<file path="src/sv/gsfr_pkg.sv">
// Package for the grasp slip force regulator.
// Holds register indexes, reset values, widths, slip codes and sequencer states.
// No dependencies.
package gsfr_pkg;

   localparam int CsrIdxW  = 3;
   localparam int CsrDataW = 64;

   localparam logic [CsrIdxW-1:0] CSR_BASE_FORCE    = 3'd0;
   localparam logic [CsrIdxW-1:0] CSR_MIN_CONTACT   = 3'd1;
   localparam logic [CsrIdxW-1:0] CSR_MAX_FORCE     = 3'd2;
   localparam logic [CsrIdxW-1:0] CSR_SLIP_THRESH   = 3'd3;
   localparam logic [CsrIdxW-1:0] CSR_DEADBANDS     = 3'd4;
   localparam logic [CsrIdxW-1:0] CSR_GAINS         = 3'd5;
   localparam logic [CsrIdxW-1:0] CSR_SIGN_FLIPS    = 3'd6;
   localparam logic [CsrIdxW-1:0] CSR_CONTACT_LEVEL = 3'd7;

   localparam logic [15:0] RST_BASE_FORCE    = 16'd256;
   localparam logic [15:0] RST_MIN_CONTACT   = 16'd128;
   localparam logic [15:0] RST_MAX_FORCE     = 16'd7680;
   localparam logic [31:0] RST_SLIP_THRESH   = 32'd13435380;
   localparam logic [31:0] RST_DEADBANDS     = 32'd8061128;
   localparam logic [63:0] RST_GAINS         = 64'd14366218931931185;
   localparam logic [5:0]  RST_SIGN_FLIPS    = 6'd0;
   localparam logic [2:0]  RST_CONTACT_LEVEL = 3'd1;

   localparam logic [19:0] US_PER_S = 20'd1000000;

   localparam int NumW  = 52;  // rate numerator / quotient
   localparam int DenW  = 20;  // step_us
   localparam int RadW  = 32;  // radicand
   localparam int RootW = 16;
   localparam int AccW  = 54;

   localparam logic [2:0] SLIP_NONE     = 3'd0;
   localparam logic [2:0] SLIP_PARTIAL  = 3'd1;
   localparam logic [2:0] SLIP_STABLE   = 3'd2;
   localparam logic [2:0] SLIP_TRANS    = 3'd3;
   localparam logic [2:0] SLIP_ROT      = 3'd4;
   localparam logic [2:0] SLIP_COMBINED = 3'd5;

   typedef enum logic [4:0] {
      ST_IDLE, ST_LOAD, ST_SQX, ST_SQY, ST_SQACC, ST_SQRTS, ST_SQRTW, ST_EVAL,
      ST_KT, ST_KR, ST_DT, ST_DTM, ST_DIV1S, ST_DIV1W, ST_DR, ST_DRM,
      ST_DIV2S, ST_DIV2W, ST_FIN, ST_DONE
   } seq_state_type;

   typedef struct packed {
      logic start;
      logic busy;
   } unit_ctl_type;

endpackage

</file>
<file path="src/sv/gsfr_intf.sv">
// Request and response channel interfaces of the grasp slip force regulator.
// Depends on nothing; valid/ready handshake with flat payload fields.
interface gsfr_req_if;
   logic               valid;
   logic               ready;
   logic [2:0]         contact_a;
   logic signed [15:0] force_a;
   logic signed [15:0] shear_x_a;
   logic signed [15:0] shear_y_a;
   logic signed [15:0] shear_rot_a;
   logic [2:0]         contact_b;
   logic signed [15:0] force_b;
   logic signed [15:0] shear_x_b;
   logic signed [15:0] shear_y_b;
   logic signed [15:0] shear_rot_b;
   logic [19:0]        step_us;

   modport source(output valid, contact_a, force_a, shear_x_a, shear_y_a, shear_rot_a,
                  contact_b, force_b, shear_x_b, shear_y_b, shear_rot_b, step_us,
                  input ready);
   modport sink(input valid, contact_a, force_a, shear_x_a, shear_y_a, shear_rot_a,
                contact_b, force_b, shear_x_b, shear_y_b, shear_rot_b, step_us,
                output ready);
endinterface

interface gsfr_rsp_if;
   logic               valid;
   logic               ready;
   logic [2:0]         grip_class;
   logic               target_ok;
   logic [15:0]        target_force;
   logic signed [15:0] min_force;
   logic signed [15:0] avg_force;
   logic [15:0]        shear_trans;
   logic [15:0]        shear_rotation;

   modport source(output valid, grip_class, target_ok, target_force, min_force,
                  avg_force, shear_trans, shear_rotation, input ready);
   modport sink(input valid, grip_class, target_ok, target_force, min_force,
                avg_force, shear_trans, shear_rotation, output ready);
endinterface

</file>
<file path="src/sv/gsfr_isqrt.sv">
// Bit-serial integer square root, two radicand bits per cycle.
// Depends on gsfr_pkg.
module gsfr_isqrt (
   input  logic                            clock,
   input  logic                            reset,
   input  logic                            start,
   input  logic [gsfr_pkg::RadW-1:0]       radicand,
   output logic                            busy,
   output logic [gsfr_pkg::RootW-1:0]      root
);
   localparam int RemW = gsfr_pkg::RootW + 2;
   localparam int CntW = $clog2(gsfr_pkg::RootW);

   logic [gsfr_pkg::RadW-1:0]  rad_ff, rad_in;
   logic [RemW-1:0]            rem_ff, rem_in;
   logic [gsfr_pkg::RootW-1:0] root_ff, root_in;
   logic [CntW-1:0]            cnt_ff, cnt_in;
   logic                       busy_ff, busy_in;
   logic [RemW+1:0]            shifted;
   logic [RemW+1:0]            trial;

   always_comb begin
      rad_in  = rad_ff;
      rem_in  = rem_ff;
      root_in = root_ff;
      cnt_in  = cnt_ff;
      busy_in = busy_ff;
      shifted = {rem_ff, rad_ff[gsfr_pkg::RadW-1 -: 2]};
      trial   = {2'b00, root_ff, 2'b01};
      if (start) begin
         rad_in  = radicand;
         rem_in  = '0;
         root_in = '0;
         cnt_in  = CntW'(gsfr_pkg::RootW - 1);
         busy_in = 1'b1;
      end else if (busy_ff) begin
         rad_in = {rad_ff[gsfr_pkg::RadW-3:0], 2'b00};
         if (shifted >= trial) begin
            rem_in  = RemW'(shifted - trial);
            root_in = {root_ff[gsfr_pkg::RootW-2:0], 1'b1};
         end else begin
            rem_in  = RemW'(shifted);
            root_in = {root_ff[gsfr_pkg::RootW-2:0], 1'b0};
         end
         cnt_in = cnt_ff - 1'b1;
         if (cnt_ff == '0) begin
            busy_in = 1'b0;
         end
      end
   end

   always_ff @(posedge clock) begin
      if (reset) begin
         busy_ff <= 1'b0;
         cnt_ff  <= '0;
      end else begin
         busy_ff <= busy_in;
         cnt_ff  <= cnt_in;
      end
      rad_ff  <= rad_in;
      rem_ff  <= rem_in;
      root_ff <= root_in;
   end

   assign busy = busy_ff;
   assign root = root_ff;
endmodule

</file>
<file path="src/sv/gsfr_div.sv">
// Restoring bit-serial divider, one quotient bit per cycle.
// Depends on gsfr_pkg.
module gsfr_div (
   input  logic                       clock,
   input  logic                       reset,
   input  gsfr_pkg::unit_ctl_type     ctl_in,
   output gsfr_pkg::unit_ctl_type     ctl_out,
   input  logic [gsfr_pkg::NumW-1:0]  numer,
   input  logic [gsfr_pkg::DenW-1:0]  denom,
   output logic [gsfr_pkg::NumW-1:0]  quot
);
   localparam int CntW = $clog2(gsfr_pkg::NumW);

   logic [gsfr_pkg::NumW-1:0] quo_ff, quo_in;
   logic [gsfr_pkg::DenW-1:0] rem_ff, rem_in;
   logic [gsfr_pkg::DenW-1:0] den_ff, den_in;
   logic [CntW-1:0]           cnt_ff, cnt_in;
   logic                      busy_ff, busy_in;
   logic [gsfr_pkg::DenW:0]   shifted;

   always_comb begin
      quo_in  = quo_ff;
      rem_in  = rem_ff;
      den_in  = den_ff;
      cnt_in  = cnt_ff;
      busy_in = busy_ff;
      shifted = {rem_ff, quo_ff[gsfr_pkg::NumW-1]};
      if (ctl_in.start) begin
         quo_in  = numer;
         rem_in  = '0;
         den_in  = denom;
         cnt_in  = CntW'(gsfr_pkg::NumW - 1);
         busy_in = 1'b1;
      end else if (busy_ff) begin
         if (shifted >= {1'b0, den_ff}) begin
            rem_in = gsfr_pkg::DenW'(shifted - {1'b0, den_ff});
            quo_in = {quo_ff[gsfr_pkg::NumW-2:0], 1'b1};
         end else begin
            rem_in = shifted[gsfr_pkg::DenW-1:0];
            quo_in = {quo_ff[gsfr_pkg::NumW-2:0], 1'b0};
         end
         cnt_in = cnt_ff - 1'b1;
         if (cnt_ff == '0) begin
            busy_in = 1'b0;
         end
      end
   end

   always_ff @(posedge clock) begin
      if (reset) begin
         busy_ff <= 1'b0;
         cnt_ff  <= '0;
      end else begin
         busy_ff <= busy_in;
         cnt_ff  <= cnt_in;
      end
      quo_ff <= quo_in;
      rem_ff <= rem_in;
      den_ff <= den_in;
   end

   assign ctl_out.start = 1'b0;
   assign ctl_out.busy  = busy_ff;
   assign quot          = quo_ff;
endmodule

</file>
<file path="src/sv/grasp_slip_force_regulator.sv">
// Top level of the grasp slip force regulator: sequencer, shared multiplier, registers.
// Depends on gsfr_pkg, gsfr_intf, gsfr_isqrt and gsfr_div.
//
// Usage: one reading pair is taken as a beat on req_bus (valid/ready) and one
// result beat is given on rsp_bus. The user writes registers through csr_we,
// csr_idx and csr_wdata only while the block is idle; the block does not enforce it.
// One item at a time: req_bus.ready is high only when the block is idle.
// Work per item after it is accepted:
//   no contact          none; the result is given directly
//   partial contact     16-step square root
//   full contact        the square root, the gain terms and, if enabled, the rate
//                       terms; each rate term runs a 52-step serial division, the
//                       square root takes 16 steps and a shared 32x20 multiplier
//                       is used once per cycle.
// A new item is taken only after the result of the last one has been taken.
// A result stays on rsp_bus until taken; a stalled receiver holds the block.
// Reset (synchronous, active high) loads the register defaults, clears the
// shear history and empties the block.
module grasp_slip_force_regulator (
   input  logic                            clock,
   input  logic                            reset,
   input  logic                            csr_we,
   input  logic [gsfr_pkg::CsrIdxW-1:0]    csr_idx,
   input  logic [gsfr_pkg::CsrDataW-1:0]   csr_wdata,
   gsfr_req_if.sink                        req_bus,
   gsfr_rsp_if.source                      rsp_bus
);
   // registers
   logic [15:0] base_ff, minc_ff, maxf_ff;
   logic [31:0] thr_ff, db_ff;
   logic [63:0] gains_ff;
   logic [5:0]  flips_ff;
   logic [2:0]  lvl_ff;

   // history
   logic [15:0] prev_t_ff, prev_t_in, prev_r_ff, prev_r_in;
   logic        have_ff, have_in;

   gsfr_pkg::seq_state_type st_ff, st_in;

   // latched item
   logic [2:0]         ca_code_ff, cb_code_ff;
   logic signed [15:0] fa_ff, fb_ff, xa_ff, ya_ff, ra_ff, xb_ff, yb_ff, rb_ff;
   logic [19:0]        step_ff;

   // working registers
   logic [16:0]        absx_ff, absx_in, absy_ff, absy_in;
   logic               full_ff, full_in;
   logic               rate_en_ff, rate_en_in;
   logic [15:0]        et_ff, et_in, er_ff, er_in, dtr_ff, dtr_in, drr_ff, drr_in;
   logic [33:0]        n_ff, n_in;
   logic [gsfr_pkg::NumW-1:0] prod_ff;
   logic [gsfr_pkg::AccW-1:0] acc_ff, acc_in;

   // result registers
   logic [2:0]         o_state_ff, o_state_in;
   logic               o_valid_ff, o_valid_in;
   logic [15:0]        o_target_ff, o_target_in;
   logic signed [15:0] o_min_ff, o_min_in, o_avg_ff, o_avg_in;
   logic [15:0]        o_trans_ff, o_trans_in, o_rot_ff, o_rot_in;

   // shared multiplier
   logic [31:0] mul_a;
   logic [19:0] mul_b;

   // units
   logic                        sq_start, sq_busy;
   logic [gsfr_pkg::RootW-1:0]  sq_root;
   gsfr_pkg::unit_ctl_type      div_ctl, div_stat;
   logic [gsfr_pkg::NumW-1:0]   div_quot;

   // load-stage combinational values
   logic               ca, cb;
   logic signed [16:0] sxa, sxb, sya, syb, sta, stb, fsum;
   logic signed [17:0] sx, sy, stt;
   logic [17:0]        ax, ay, at;
   logic [15:0]        dbt, dbr;
   logic               ts, rs;
   logic [41:0]        inc;
   logic [16:0]        f17;
   logic [15:0]        upper;

   function automatic logic signed [16:0] flip17(input logic signed [15:0] v,
                                                 input logic neg);
      logic signed [16:0] e;
      e = {v[15], v};
      return neg ? -e : e;
   endfunction

   gsfr_isqrt u_isqrt (
      .clock    (clock),
      .reset    (reset),
      .start    (sq_start),
      .radicand (n_ff[33:2]),
      .busy     (sq_busy),
      .root     (sq_root)
   );

   gsfr_div u_div (
      .clock   (clock),
      .reset   (reset),
      .ctl_in  (div_ctl),
      .ctl_out (div_stat),
      .numer   (prod_ff),
      .denom   (step_ff),
      .quot    (div_quot)
   );

   assign req_bus.ready = (st_ff == gsfr_pkg::ST_IDLE);
   assign rsp_bus.valid = (st_ff == gsfr_pkg::ST_DONE);
   assign rsp_bus.grip_class      = o_state_ff;
   assign rsp_bus.target_ok       = o_valid_ff;
   assign rsp_bus.target_force    = o_target_ff;
   assign rsp_bus.min_force       = o_min_ff;
   assign rsp_bus.avg_force       = o_avg_ff;
   assign rsp_bus.shear_trans     = o_trans_ff;
   assign rsp_bus.shear_rotation  = o_rot_ff;

   always_ff @(posedge clock) begin
      if (reset) begin
         base_ff  <= gsfr_pkg::RST_BASE_FORCE;
         minc_ff  <= gsfr_pkg::RST_MIN_CONTACT;
         maxf_ff  <= gsfr_pkg::RST_MAX_FORCE;
         thr_ff   <= gsfr_pkg::RST_SLIP_THRESH;
         db_ff    <= gsfr_pkg::RST_DEADBANDS;
         gains_ff <= gsfr_pkg::RST_GAINS;
         flips_ff <= gsfr_pkg::RST_SIGN_FLIPS;
         lvl_ff   <= gsfr_pkg::RST_CONTACT_LEVEL;
      end else if (csr_we) begin
         case (csr_idx)
            gsfr_pkg::CSR_BASE_FORCE:    base_ff  <= csr_wdata[15:0];
            gsfr_pkg::CSR_MIN_CONTACT:   minc_ff  <= csr_wdata[15:0];
            gsfr_pkg::CSR_MAX_FORCE:     maxf_ff  <= csr_wdata[15:0];
            gsfr_pkg::CSR_SLIP_THRESH:   thr_ff   <= csr_wdata[31:0];
            gsfr_pkg::CSR_DEADBANDS:     db_ff    <= csr_wdata[31:0];
            gsfr_pkg::CSR_GAINS:         gains_ff <= csr_wdata;
            gsfr_pkg::CSR_SIGN_FLIPS:    flips_ff <= csr_wdata[5:0];
            gsfr_pkg::CSR_CONTACT_LEVEL: lvl_ff   <= csr_wdata[2:0];
            default: ;
         endcase
      end
   end

   always_ff @(posedge clock) begin
      if (req_bus.valid && req_bus.ready) begin
         ca_code_ff <= req_bus.contact_a;
         cb_code_ff <= req_bus.contact_b;
         fa_ff      <= req_bus.force_a;
         fb_ff      <= req_bus.force_b;
         xa_ff      <= req_bus.shear_x_a;
         ya_ff      <= req_bus.shear_y_a;
         ra_ff      <= req_bus.shear_rot_a;
         xb_ff      <= req_bus.shear_x_b;
         yb_ff      <= req_bus.shear_y_b;
         rb_ff      <= req_bus.shear_rot_b;
         step_ff    <= req_bus.step_us;
      end
   end

   // operand select for the shared multiplier
   always_comb begin
      mul_a = '0;
      mul_b = '0;
      case (st_ff)
         gsfr_pkg::ST_SQX: begin
            mul_a = {15'd0, absx_ff};
            mul_b = {3'd0, absx_ff};
         end
         gsfr_pkg::ST_SQY: begin
            mul_a = {15'd0, absy_ff};
            mul_b = {3'd0, absy_ff};
         end
         gsfr_pkg::ST_KT: begin
            mul_a = {16'd0, gains_ff[15:0]};
            mul_b = {4'd0, et_ff};
         end
         gsfr_pkg::ST_KR: begin
            mul_a = {16'd0, gains_ff[47:32]};
            mul_b = {4'd0, er_ff};
         end
         gsfr_pkg::ST_DT: begin
            mul_a = {16'd0, gains_ff[31:16]};
            mul_b = {4'd0, dtr_ff};
         end
         gsfr_pkg::ST_DR: begin
            mul_a = {16'd0, gains_ff[63:48]};
            mul_b = {4'd0, drr_ff};
         end
         gsfr_pkg::ST_DTM, gsfr_pkg::ST_DRM: begin
            mul_a = prod_ff[31:0];
            mul_b = gsfr_pkg::US_PER_S;
         end
         default: ;
      endcase
   end

   always_ff @(posedge clock) begin
      prod_ff <= mul_a * mul_b;
   end

   // load-stage arithmetic
   always_comb begin
      ca   = ca_code_ff >= lvl_ff;
      cb   = cb_code_ff >= lvl_ff;
      sxa  = flip17(xa_ff, flips_ff[0]);
      sya  = flip17(ya_ff, flips_ff[1]);
      sta  = flip17(ra_ff, flips_ff[2]);
      sxb  = flip17(xb_ff, flips_ff[3]);
      syb  = flip17(yb_ff, flips_ff[4]);
      stb  = flip17(rb_ff, flips_ff[5]);
      sx   = {sxa[16], sxa} + {sxb[16], sxb};
      sy   = {sya[16], sya} + {syb[16], syb};
      stt  = {sta[16], sta} + {stb[16], stb};
      ax   = sx[17] ? 18'(-sx) : 18'(sx);
      ay   = sy[17] ? 18'(-sy) : 18'(sy);
      at   = stt[17] ? 18'(-stt) : 18'(stt);
      fsum = {fa_ff[15], fa_ff} + {fb_ff[15], fb_ff};
      dbt  = db_ff[15:0];
      dbr  = db_ff[31:16];
      ts   = sq_root > thr_ff[15:0];
      rs   = o_rot_ff > thr_ff[31:16];
      inc  = acc_ff[gsfr_pkg::AccW-1:12];
      f17  = {1'b0, base_ff} + {1'b0, inc[15:0]};
      upper = (maxf_ff < minc_ff) ? minc_ff : maxf_ff;
   end

   always_comb begin
      st_in       = st_ff;
      prev_t_in   = prev_t_ff;
      prev_r_in   = prev_r_ff;
      have_in     = have_ff;
      absx_in     = absx_ff;
      absy_in     = absy_ff;
      full_in     = full_ff;
      rate_en_in  = rate_en_ff;
      et_in       = et_ff;
      er_in       = er_ff;
      dtr_in      = dtr_ff;
      drr_in      = drr_ff;
      n_in        = n_ff;
      acc_in      = acc_ff;
      o_state_in  = o_state_ff;
      o_valid_in  = o_valid_ff;
      o_target_in = o_target_ff;
      o_min_in    = o_min_ff;
      o_avg_in    = o_avg_ff;
      o_trans_in  = o_trans_ff;
      o_rot_in    = o_rot_ff;
      sq_start    = 1'b0;
      div_ctl     = '0;

      case (st_ff)
         gsfr_pkg::ST_IDLE: begin
            if (req_bus.valid) begin
               st_in = gsfr_pkg::ST_LOAD;
            end
         end
         gsfr_pkg::ST_LOAD: begin
            o_valid_in  = 1'b0;
            o_target_in = '0;
            o_min_in    = '0;
            o_avg_in    = '0;
            o_trans_in  = '0;
            o_rot_in    = '0;
            absx_in     = ax[16:0];
            absy_in     = ay[16:0];
            if (ca && cb) begin
               o_min_in = (fa_ff < fb_ff) ? fa_ff : fb_ff;
               o_avg_in = fsum[16:1];
            end else if (ca) begin
               o_avg_in = {fa_ff[15], fa_ff[15:1]};
            end else if (cb) begin
               o_avg_in = {fb_ff[15], fb_ff[15:1]};
            end
            full_in = ca && cb && (((fa_ff < fb_ff) ? fa_ff : fb_ff) >= $signed({1'b0, minc_ff}));
            if (!ca && !cb) begin
               o_state_in = gsfr_pkg::SLIP_NONE;
               have_in    = 1'b0;
               prev_t_in  = '0;
               prev_r_in  = '0;
               st_in      = gsfr_pkg::ST_DONE;
            end else begin
               o_rot_in = at[16:1];
               st_in    = gsfr_pkg::ST_SQX;
            end
         end
         gsfr_pkg::ST_SQX: st_in = gsfr_pkg::ST_SQY;
         gsfr_pkg::ST_SQY: begin
            n_in  = prod_ff[33:0];
            st_in = gsfr_pkg::ST_SQACC;
         end
         gsfr_pkg::ST_SQACC: begin
            n_in  = n_ff + prod_ff[33:0];
            st_in = gsfr_pkg::ST_SQRTS;
         end
         gsfr_pkg::ST_SQRTS: begin
            sq_start = 1'b1;
            st_in    = gsfr_pkg::ST_SQRTW;
         end
         gsfr_pkg::ST_SQRTW: begin
            if (!sq_busy) begin
               st_in = gsfr_pkg::ST_EVAL;
            end
         end
         gsfr_pkg::ST_EVAL: begin
            o_trans_in = sq_root;
            if (!full_ff) begin
               o_state_in = gsfr_pkg::SLIP_PARTIAL;
               have_in    = 1'b0;
               prev_t_in  = '0;
               prev_r_in  = '0;
               st_in      = gsfr_pkg::ST_DONE;
            end else begin
               o_state_in = (ts && rs) ? gsfr_pkg::SLIP_COMBINED :
                            ts ? gsfr_pkg::SLIP_TRANS :
                            rs ? gsfr_pkg::SLIP_ROT : gsfr_pkg::SLIP_STABLE;
               et_in      = (sq_root > dbt) ? sq_root - dbt : '0;
               er_in      = (o_rot_ff > dbr) ? o_rot_ff - dbr : '0;
               dtr_in     = (sq_root > prev_t_ff) ? sq_root - prev_t_ff : '0;
               drr_in     = (o_rot_ff > prev_r_ff) ? o_rot_ff - prev_r_ff : '0;
               rate_en_in = have_ff && (step_ff != '0);
               st_in      = gsfr_pkg::ST_KT;
            end
         end
         gsfr_pkg::ST_KT: st_in = gsfr_pkg::ST_KR;
         gsfr_pkg::ST_KR: begin
            acc_in = {22'd0, prod_ff[31:0]};
            st_in  = gsfr_pkg::ST_DT;
         end
         gsfr_pkg::ST_DT: begin
            acc_in = acc_ff + {22'd0, prod_ff[31:0]};
            st_in  = gsfr_pkg::ST_DTM;
         end
         gsfr_pkg::ST_DTM: st_in = gsfr_pkg::ST_DIV1S;
         gsfr_pkg::ST_DIV1S: begin
            div_ctl.start = rate_en_ff;
            st_in = rate_en_ff ? gsfr_pkg::ST_DIV1W : gsfr_pkg::ST_DR;
         end
         gsfr_pkg::ST_DIV1W: begin
            if (!div_stat.busy) begin
               acc_in = acc_ff + {2'd0, div_quot};
               st_in  = gsfr_pkg::ST_DR;
            end
         end
         gsfr_pkg::ST_DR:  st_in = gsfr_pkg::ST_DRM;
         gsfr_pkg::ST_DRM: st_in = gsfr_pkg::ST_DIV2S;
         gsfr_pkg::ST_DIV2S: begin
            div_ctl.start = rate_en_ff;
            st_in = rate_en_ff ? gsfr_pkg::ST_DIV2W : gsfr_pkg::ST_FIN;
         end
         gsfr_pkg::ST_DIV2W: begin
            if (!div_stat.busy) begin
               acc_in = acc_ff + {2'd0, div_quot};
               st_in  = gsfr_pkg::ST_FIN;
            end
         end
         gsfr_pkg::ST_FIN: begin
            if (inc[41:16] != '0) begin
               o_target_in = upper;
            end else if (f17 < {1'b0, minc_ff}) begin
               o_target_in = minc_ff;
            end else if (f17 > {1'b0, upper}) begin
               o_target_in = upper;
            end else begin
               o_target_in = f17[15:0];
            end
            o_valid_in = 1'b1;
            prev_t_in  = o_trans_ff;
            prev_r_in  = o_rot_ff;
            have_in    = 1'b1;
            st_in      = gsfr_pkg::ST_DONE;
         end
         gsfr_pkg::ST_DONE: begin
            if (rsp_bus.ready) begin
               st_in = gsfr_pkg::ST_IDLE;
            end
         end
         default: st_in = gsfr_pkg::ST_IDLE;
      endcase
   end

   always_ff @(posedge clock) begin
      if (reset) begin
         st_ff     <= gsfr_pkg::ST_IDLE;
         prev_t_ff <= '0;
         prev_r_ff <= '0;
         have_ff   <= 1'b0;
      end else begin
         st_ff     <= st_in;
         prev_t_ff <= prev_t_in;
         prev_r_ff <= prev_r_in;
         have_ff   <= have_in;
      end
      absx_ff     <= absx_in;
      absy_ff     <= absy_in;
      full_ff     <= full_in;
      rate_en_ff  <= rate_en_in;
      et_ff       <= et_in;
      er_ff       <= er_in;
      dtr_ff      <= dtr_in;
      drr_ff      <= drr_in;
      n_ff        <= n_in;
      acc_ff      <= acc_in;
      o_state_ff  <= o_state_in;
      o_valid_ff  <= o_valid_in;
      o_target_ff <= o_target_in;
      o_min_ff    <= o_min_in;
      o_avg_ff    <= o_avg_in;
      o_trans_ff  <= o_trans_in;
      o_rot_ff    <= o_rot_in;
   end
endmodule

</file>
<file path="src/flat_wrapper.sv">
// flat-port wrapper written by rule: the top's interface ports become plain ports
module grasp_slip_force_regulator_flat 
  (clock, reset, csr_we, csr_idx, csr_wdata, req_bus_valid, req_bus_contact_a, req_bus_force_a, req_bus_shear_x_a, req_bus_shear_y_a, req_bus_shear_rot_a, req_bus_contact_b, req_bus_force_b, req_bus_shear_x_b, req_bus_shear_y_b, req_bus_shear_rot_b, req_bus_step_us, req_bus_ready, rsp_bus_valid, rsp_bus_grip_class, rsp_bus_target_ok, rsp_bus_target_force, rsp_bus_min_force, rsp_bus_avg_force, rsp_bus_shear_trans, rsp_bus_shear_rotation, rsp_bus_ready);
  gsfr_req_if req_bus_i ();
  gsfr_rsp_if rsp_bus_i ();
  input  logic clock;
  input  logic reset;
  input  logic csr_we;
  input  logic [gsfr_pkg::CsrIdxW-1:0] csr_idx;
  input  logic [gsfr_pkg::CsrDataW-1:0] csr_wdata;
  input wire logic [$bits(req_bus_i.valid)-1:0] req_bus_valid;
  input wire logic [$bits(req_bus_i.contact_a)-1:0] req_bus_contact_a;
  input wire logic [$bits(req_bus_i.force_a)-1:0] req_bus_force_a;
  input wire logic [$bits(req_bus_i.shear_x_a)-1:0] req_bus_shear_x_a;
  input wire logic [$bits(req_bus_i.shear_y_a)-1:0] req_bus_shear_y_a;
  input wire logic [$bits(req_bus_i.shear_rot_a)-1:0] req_bus_shear_rot_a;
  input wire logic [$bits(req_bus_i.contact_b)-1:0] req_bus_contact_b;
  input wire logic [$bits(req_bus_i.force_b)-1:0] req_bus_force_b;
  input wire logic [$bits(req_bus_i.shear_x_b)-1:0] req_bus_shear_x_b;
  input wire logic [$bits(req_bus_i.shear_y_b)-1:0] req_bus_shear_y_b;
  input wire logic [$bits(req_bus_i.shear_rot_b)-1:0] req_bus_shear_rot_b;
  input wire logic [$bits(req_bus_i.step_us)-1:0] req_bus_step_us;
  output wire logic [$bits(req_bus_i.ready)-1:0] req_bus_ready;
  output wire logic [$bits(rsp_bus_i.valid)-1:0] rsp_bus_valid;
  output wire logic [$bits(rsp_bus_i.grip_class)-1:0] rsp_bus_grip_class;
  output wire logic [$bits(rsp_bus_i.target_ok)-1:0] rsp_bus_target_ok;
  output wire logic [$bits(rsp_bus_i.target_force)-1:0] rsp_bus_target_force;
  output wire logic [$bits(rsp_bus_i.min_force)-1:0] rsp_bus_min_force;
  output wire logic [$bits(rsp_bus_i.avg_force)-1:0] rsp_bus_avg_force;
  output wire logic [$bits(rsp_bus_i.shear_trans)-1:0] rsp_bus_shear_trans;
  output wire logic [$bits(rsp_bus_i.shear_rotation)-1:0] rsp_bus_shear_rotation;
  input wire logic [$bits(rsp_bus_i.ready)-1:0] rsp_bus_ready;
  assign req_bus_i.valid = req_bus_valid;
  assign req_bus_i.contact_a = req_bus_contact_a;
  assign req_bus_i.force_a = req_bus_force_a;
  assign req_bus_i.shear_x_a = req_bus_shear_x_a;
  assign req_bus_i.shear_y_a = req_bus_shear_y_a;
  assign req_bus_i.shear_rot_a = req_bus_shear_rot_a;
  assign req_bus_i.contact_b = req_bus_contact_b;
  assign req_bus_i.force_b = req_bus_force_b;
  assign req_bus_i.shear_x_b = req_bus_shear_x_b;
  assign req_bus_i.shear_y_b = req_bus_shear_y_b;
  assign req_bus_i.shear_rot_b = req_bus_shear_rot_b;
  assign req_bus_i.step_us = req_bus_step_us;
  assign req_bus_ready = req_bus_i.ready;
  assign rsp_bus_valid = rsp_bus_i.valid;
  assign rsp_bus_grip_class = rsp_bus_i.grip_class;
  assign rsp_bus_target_ok = rsp_bus_i.target_ok;
  assign rsp_bus_target_force = rsp_bus_i.target_force;
  assign rsp_bus_min_force = rsp_bus_i.min_force;
  assign rsp_bus_avg_force = rsp_bus_i.avg_force;
  assign rsp_bus_shear_trans = rsp_bus_i.shear_trans;
  assign rsp_bus_shear_rotation = rsp_bus_i.shear_rotation;
  assign rsp_bus_i.ready = rsp_bus_ready;
  grasp_slip_force_regulator u_core (.clock(clock), .reset(reset), .csr_we(csr_we), .csr_idx(csr_idx), .csr_wdata(csr_wdata), .req_bus(req_bus_i), .rsp_bus(rsp_bus_i));
endmodule
</file>
<file path="config.mk">
export PLATFORM = sky130hd
export DESIGN_NAME = grasp_slip_force_regulator_flat
export DESIGN_NICKNAME = d
export VERILOG_FILES = /design/src/sv/gsfr_pkg.sv /design/src/sv/gsfr_intf.sv /design/src/sv/gsfr_isqrt.sv /design/src/sv/gsfr_div.sv /design/src/sv/grasp_slip_force_regulator.sv /design/src/flat_wrapper.sv
export SDC_FILE = /design/constraint.sdc
export NUM_CORES = 2
export LEC_CHECK = 0
export ABC_AREA = 0
export BUFFER_PORTS_ARGS = -buffer_cell sky130_fd_sc_hd__buf_2
export CAP_MARGIN = 20
export CORE_MARGIN = 3
export CORE_UTILIZATION = 48
export CTS_BUF_LIST = sky130_fd_sc_hd__clkbuf_8
export DETAILED_ROUTE_END_ITERATION = 6
export PLACE_DENSITY = 0.68
export SLEW_MARGIN = 20
export SYNTH_ARGS = -nofsm -noshare
export SYNTH_HDL_FRONTEND = slang
export SYNTH_HIERARCHICAL = 1
export SYNTH_SLANG_ARGS = --single-unit
</file>
<file path="constraint.sdc">
create_clock -name clock -period 8.7 [get_ports clock]
set_clock_uncertainty 0.05 [all_clocks]
set_input_delay 0.435 -clock clock [delete_from_list [all_inputs] [get_ports clock]]
set_output_delay 0.435 -clock clock [all_outputs]
set_load 0.02 [all_outputs]
</file>
Yosys cells after proc, flatten, opt, wreduce, memory -nomap -nowiden --
Index checks and enable logic that the tools add are counted.
Operators by class: add/sub/neg operators 25, multiply operators 1, eq/ne operators 34, $lt $le $gt $ge 15, reduce and logical (&&, ||, !) cells 38, muxes and demuxes 69
Operator list (number):
- one-hot mux 32 bit (7 select lines) | 1
- two-way mux 17 bit | 10
- one-hot mux 54 bit (3 select lines) | 1
- two-way mux 16 bit | 10
- one-hot mux 20 bit (7 select lines) | 1
- two-way mux 52 bit | 2
- negation 16 -> 17 bit | 6
- one-hot mux 5 bit (20 select lines) | 1
- > comparator 16 bit | 6
- one-hot mux 16 bit (3 select lines) | 2
- one-hot mux 34 bit (2 select lines) | 1
- two-way mux 32 bit | 2
- one-hot mux 16 bit (2 select lines) | 2
- subtractor 16 bit | 4
- adder 17 x 17 -> 18 bit | 3
- adder 54 x 32 -> 54 bit | 1
- adder 54 x 52 -> 54 bit | 1
- two-way mux 54 bit | 1
- multiplier 32 x 20 -> 52 bit | 1
- negation 17 bit | 3
- == test 5 x 4 -> 1 bit, second input constant | 8
- two-way mux 5 bit | 7
- adder 16 x 16 -> 17 bit | 2
- adder 34 bit | 1
- other kinds (44) | 105
Storage, ports and cells: input port bits 226, output and inout port bits 86, flip-flop bits (word level) 871

Logic depth before layout (Yosys ltp) --
depth after elaboration 7, depth in mapped cells 36, gate-level depth less buffers 33

Cells and area by module --
Netlist, hierarchy kept.
Modules (own cells, without submodules):
- grasp_slip_force_regulator | area each 60777.0 um^2, seq. area each 18297.5 um^2, cells each 6470, instances 1
- gsfr_div | area each 5138.7 um^2, seq. area each 2702.6 um^2, cells each 439, instances 1
- gsfr_isqrt | area each 3888.7 um^2, seq. area each 1741.7 um^2, cells each 379, instances 1

Worst setup path after synthesis --
Ideal clock, no wire load.
path type register to register, start point register u_core.st_ff[2], end point register u_core/prod_ff[45] (netlist name), arrival 9.069 ns, buffers on the path 4, stages on the path, launching flop included 35, period minus slack after synthesis 9.242 ns, path slack -0.542 ns, cell sequence dfxtp_1 > clkbuf_1 > or2_2 > clkbuf_1 > nor3_1 > clkbuf_1 > a22o_1 > a221oi_1 > nand2_1 > clkbuf_1 > nand2_1 > fa_1 > inv_1 > fa_1 > inv_1 > fa_1 > inv_1 > fa_1 > fa_1 > fa_1 > inv_1 > fa_1 > inv_1 > ha_1 > and4_1 > a21o_1 > a21oi_1 > and3_1 > o31ai_1 > a2111oi_1 > o31ai_1 > a311o_1 > a21oi_1 > o21bai_1 > xor2_1
On the way: word-level cells in the longest chain between the ends 4
RTL lines:
- start, declared | RTL line grasp_slip_force_regulator.sv:39 | gsfr_pkg::seq_state_type st_ff, st_in;
- start signal, assigned | RTL line grasp_slip_force_regulator.sv:384 | st_ff <= gsfr_pkg::ST_IDLE;
- start signal, assigned | RTL line grasp_slip_force_regulator.sv:389 | st_ff <= st_in;
- == test 5 x 4 -> 1 bit | RTL line grasp_slip_force_regulator.sv:164 | case (st_ff)
- OR reduction 2 bit | RTL line grasp_slip_force_regulator.sv:164
- one-hot mux 32 bit (7 select lines) or one-hot mux 20 bit (7 select lines) (tied branches) | RTL line grasp_slip_force_regulator.sv:164
- multiplier 32 x 20 -> 52 bit (*) | RTL line grasp_slip_force_regulator.sv:198 | prod_ff <= mul_a * mul_b;
- end signal, assigned | RTL line grasp_slip_force_regulator.sv:198
- end, declared | RTL line grasp_slip_force_regulator.sv:52 | logic [gsfr_pkg::NumW-1:0] prod_ff;
Every way passes the cells marked *; elsewhere a longest branch is shown, timed or not. A chain may end at the register's enable or synchronous reset.

Final worst setup path --
start point register u_core.st_ff[3], end point register u_core/prod_ff[45] (netlist name)
Same word-level chain as after synthesis.

==> flow_results.org <==
** Route
- In the routed design, unresolved DRC markers number 0.
- Count of routing violations after the opening detailed-route iteration :: 5,176
- After detailed routing, the average wire length per cell comes to roughly 21 um.
- Post-detailed-route count of antenna-violating nets :: 0
- Vias after detailed routing :: around 57,000
- In the routed layout, each cell is associated on average with a via count of 5.54.
- The first detailed-routing pass took 6 iterations.
- Wires add up to 216,000 um.

** Logic synthesis
- Avg Inst Size Synth :: around 9.6 um2
- The cell count after synthesis came out at 7,286.
- Netlist Area Pre-Place :: between 0.06 and 0.07 mm2
- Yosys printed 6 warnings.

** Power and ir drop
- Per report_power, the sequential group accounts for 23.6% of the total.
- Total power divided by cell area :: 294 mW/mm2
- In this run switching power makes up 44.2% of total power.
- Total power for the finished layout comes to 24.5 mW.
- Maximum VDD drop :: 0.721 mV
- The internal portion of the total power is roughly 14 mW.
- Net switching power figure :: around 11 mW
- Per report_power, the combinational group accounts for 60.8% of the total.
- Static leakage :: roughly 37 nW
- Per report_power, the clock group accounts for 15.6% of the total.

** STA
- In the finished design, the share of the clock period the worst path needs comes to between 90 and 100%.
- Final hold analysis gives a worst-case slack of slightly below 0.07 ns.
- After layout, the worst setup slack is 0.124 ns.
- Number of slew-limit violations in the final report :: 0
- Based on the critical path, the design can be clocked at up to between 100 and 150 MHz.
- In this run the tightest slew margin relative to its limit is between 30% and 40%.
- At the pin with the least slew margin, the transition time is 1.04 ns.
- RSZ-0062 raised after global routing :: yes
- Setup violations remaining at the end of the flow were counted as 0.
- The count of endpoints failing hold in the final timing report was 0.
- The worst path needs 8.58 ns of the cycle, external delays included.

** Final layout
- Leading cell type in the layout, fill and taps excluded :: inv_1
- Number of fill cells in the layout :: 12,411
- The finished layout holds 10,337 standard cells, fillers aside.
- Signed area change from the synthesized netlist to the final layout :: 19.5%
- Most used cells in the layout excluding fill and tap cells :: inv_1, nand2_1, ha_1, edfxtp_1, fa_1
- Design Area, Final :: 0.0834 mm2
- Net total in the final layout :: 9,630
- Cells with a size suffix above 1 make up 15.8% of the layout.

** Clocking
- TritonCTS built the clock tree.
- The H-tree generated during clock tree synthesis spans 4 levels.
- Buffer levels on the longest clock path :: 3
- CTS buffer count :: 148
- The later pin in the worst-skew pair is clocked with a latency of 0.85 ns.
- Clock-pin slew was measured on the worst setup and hold paths at ~0.070 ns.
- Clock sink count :: 871
- In this run the clock root is driven by a clkbuf_8.

** Critical path
- Worst Setup Path Type :: register to register
- Longest individual stage delay on the worst path :: 0.59 ns
- For the worst setup path, the data required time is roughly 9.3 ns.
- CP max stage cell :: or4_4
- The setup check on the worst reg-to-reg path leaves a slack of 0.12 ns.
- The worst register-to-register path ends at u_core/prod_ff[45]$_DFF_P_.
- Crit start category :: register
- Of all nets on the critical path, the largest fanout is 6.
- At the worst endpoint, the arrival time is 9.22 ns.
- Worst setup EP type :: register
- The worst register-to-register path begins at u_core/st_ff[3]$_SDFFE_PP0P_.
- The number of cells on the worst reg-to-reg path is 34.

** GRT
- Entering global routing, the biggest net connects 94 pins.
- Global-route usage over all layers :: 28.4%
- The initial antenna violation count is 24.
- The first global-routing pass estimated 331,000 um of wire.
- The via count of the first global-routing pass was 57,360.
- For this run the aggregate overflow at the end of global routing stands at 0.

** Placement
- Summing all placed instances gives a cell area of approximately 0.076 mm2.
- At the end of routability-driven placement, the weighted congestion stood at 1.01.
- Before CTS, the worst setup slack after placement is -0.548 ns.
- Port buffering added about 310 buffers.
- Once placement completed, the tool counted placed cells totaling 9,773.
- The HPWL after detailed placement is about 170,000 um.

** Min path
- In this run the worst hold path is classified as input port to register.
- For hold timing, the worst endpoint is u_core/base_ff[1]$_SDFFE_PP0P_.
- Counting instances, the worst hold path has a depth of 4.
- Critical hold path startpoint :: csr_idx[0]

** Floorplan
- Number of cell rows :: 139
- Top-level port count :: 312
- Initial cell density of the core :: 48.5%
- Measured along the x axis, the die boundary spans 387 um.
- Core Area :: around 0.14 mm2
- The die covers 0.150 mm2.
- Die height :: ~390 um

** Outcome
- Outcome :: finished clean

** Job
- Max-cap violations in this run came to 0.
metrics by stage:
stage / util, % / setup TNS [ns]
floorplan: - / 0
global placement: 53.1 / -2.42
detailed placement: 53.1 / -2.43
CTS: 57.2 / 0
global route: 57.9 / -0.375
finish: 57.9 / 0
power by group through the flow:
stage / registers (mW) / logic [mW] / clock network, mW
floorplan: 5.72 / 8.99 / 0
global placement: 5.83 / 13.1 / 0
detailed placement: 5.84 / 13.3 / 0
CTS: 5.76 / 13.9 / 3.89
finish: 5.79 / 14.9 / 3.81
global route: 5.82 / 16.3 / 4.08
what timing repair did:
item / in CTS / in global routing
setup buffers: 24 / 30
hold buffers: 221 / 0
gates resized for setup: 73 / 160
gates cloned: 5 / 3
pin swaps: 45 / 149
endpoints found under the setup margin: 12 / 16
hold endpoints to repair: 350 / 0
registers in the layout, indices dropped and copies added, names as in the netlist, 17 cells and up:
signal,count
u_core/absx_ff,17
u_core/absy_ff,17
u_core/acc_ff,54
u_core/db_ff,32
u_core/gains_ff,64
u_core/n_ff,34
u_core/prod_ff,52
u_core/step_ff,20
u_core/thr_ff,32
u_core/u_div/den_ff,20
u_core/u_div/quot,52
u_core/u_div/rem_ff,20
u_core/u_isqrt/rad_ff,32
u_core/u_isqrt/rem_ff,18
critical path: cells and delay by family, from the launching register on:
| family | cells | cell delay [ns] |
|---|---|---|
| AOI/OAI and AO/OA | 10 | 2.14 |
| and+or+nand+nor | 4 | 0.80 |
| adders and majority gates | 8 | 3.63 |
| DFF | 1 | 0.36 |
| xor gates and xnor gates | 1 | 0.15 |
| buffers and inverters | 11 | 1.24 |
worst max path at each step:
stage                                 start                          to  slack [ns]  cells after the start
6_report       u_core/st_ff[3]$_SDFFE_PP0P_  u_core/prod_ff[45]$_DFF_P_        0.12                     34
5_1_grt        u_core/st_ff[0]$_SDFFE_PP0P_  u_core/prod_ff[45]$_DFF_P_       -0.11                     33
4_1_cts        u_core/st_ff[2]$_SDFFE_PP0P_  u_core/prod_ff[45]$_DFF_P_       0.003                     36
3_5_place_dp   u_core/st_ff[2]$_SDFFE_PP0P_  u_core/prod_ff[45]$_DFF_P_       -0.55                     37
3_3_place_gp   u_core/st_ff[2]$_SDFFE_PP0P_  u_core/prod_ff[45]$_DFF_P_       -0.53                     35
2_1_floorplan  u_core/st_ff[4]$_SDFFE_PP0P_  u_core/prod_ff[45]$_DFF_P_      0.0001                     32
layout make-up:
type / instances / area, um2 / area share, %
well taps: 1903 / 2380 / 2.85
multi-input cells: 5411 / 44300 / 53.1
clock buffers: 166 / 2280 / 2.74
diodes: 12 / 30.0 / 0.0360
inverters: 927 / 3480 / 4.17
flip-flops and latches: 871 / 22800 / 27.3
clock inverters: 110 / 768 / 0.921
repair buffers: 937 / 7450 / 8.93
routing by layer:
layer | vias to the layer above | routed length, um | track usage [%]
met3 | 359 | 16400 | 4.45
met2 | 2090 | 99200 | 45.5
met1 | 28103 | 92800 | 39.0
li1 | 26702 | - | -
met5 | - | 0 | 0
met4 | 0 | 7800 | 10.4
No activity file was read; power rests on OpenSTA's default activity.
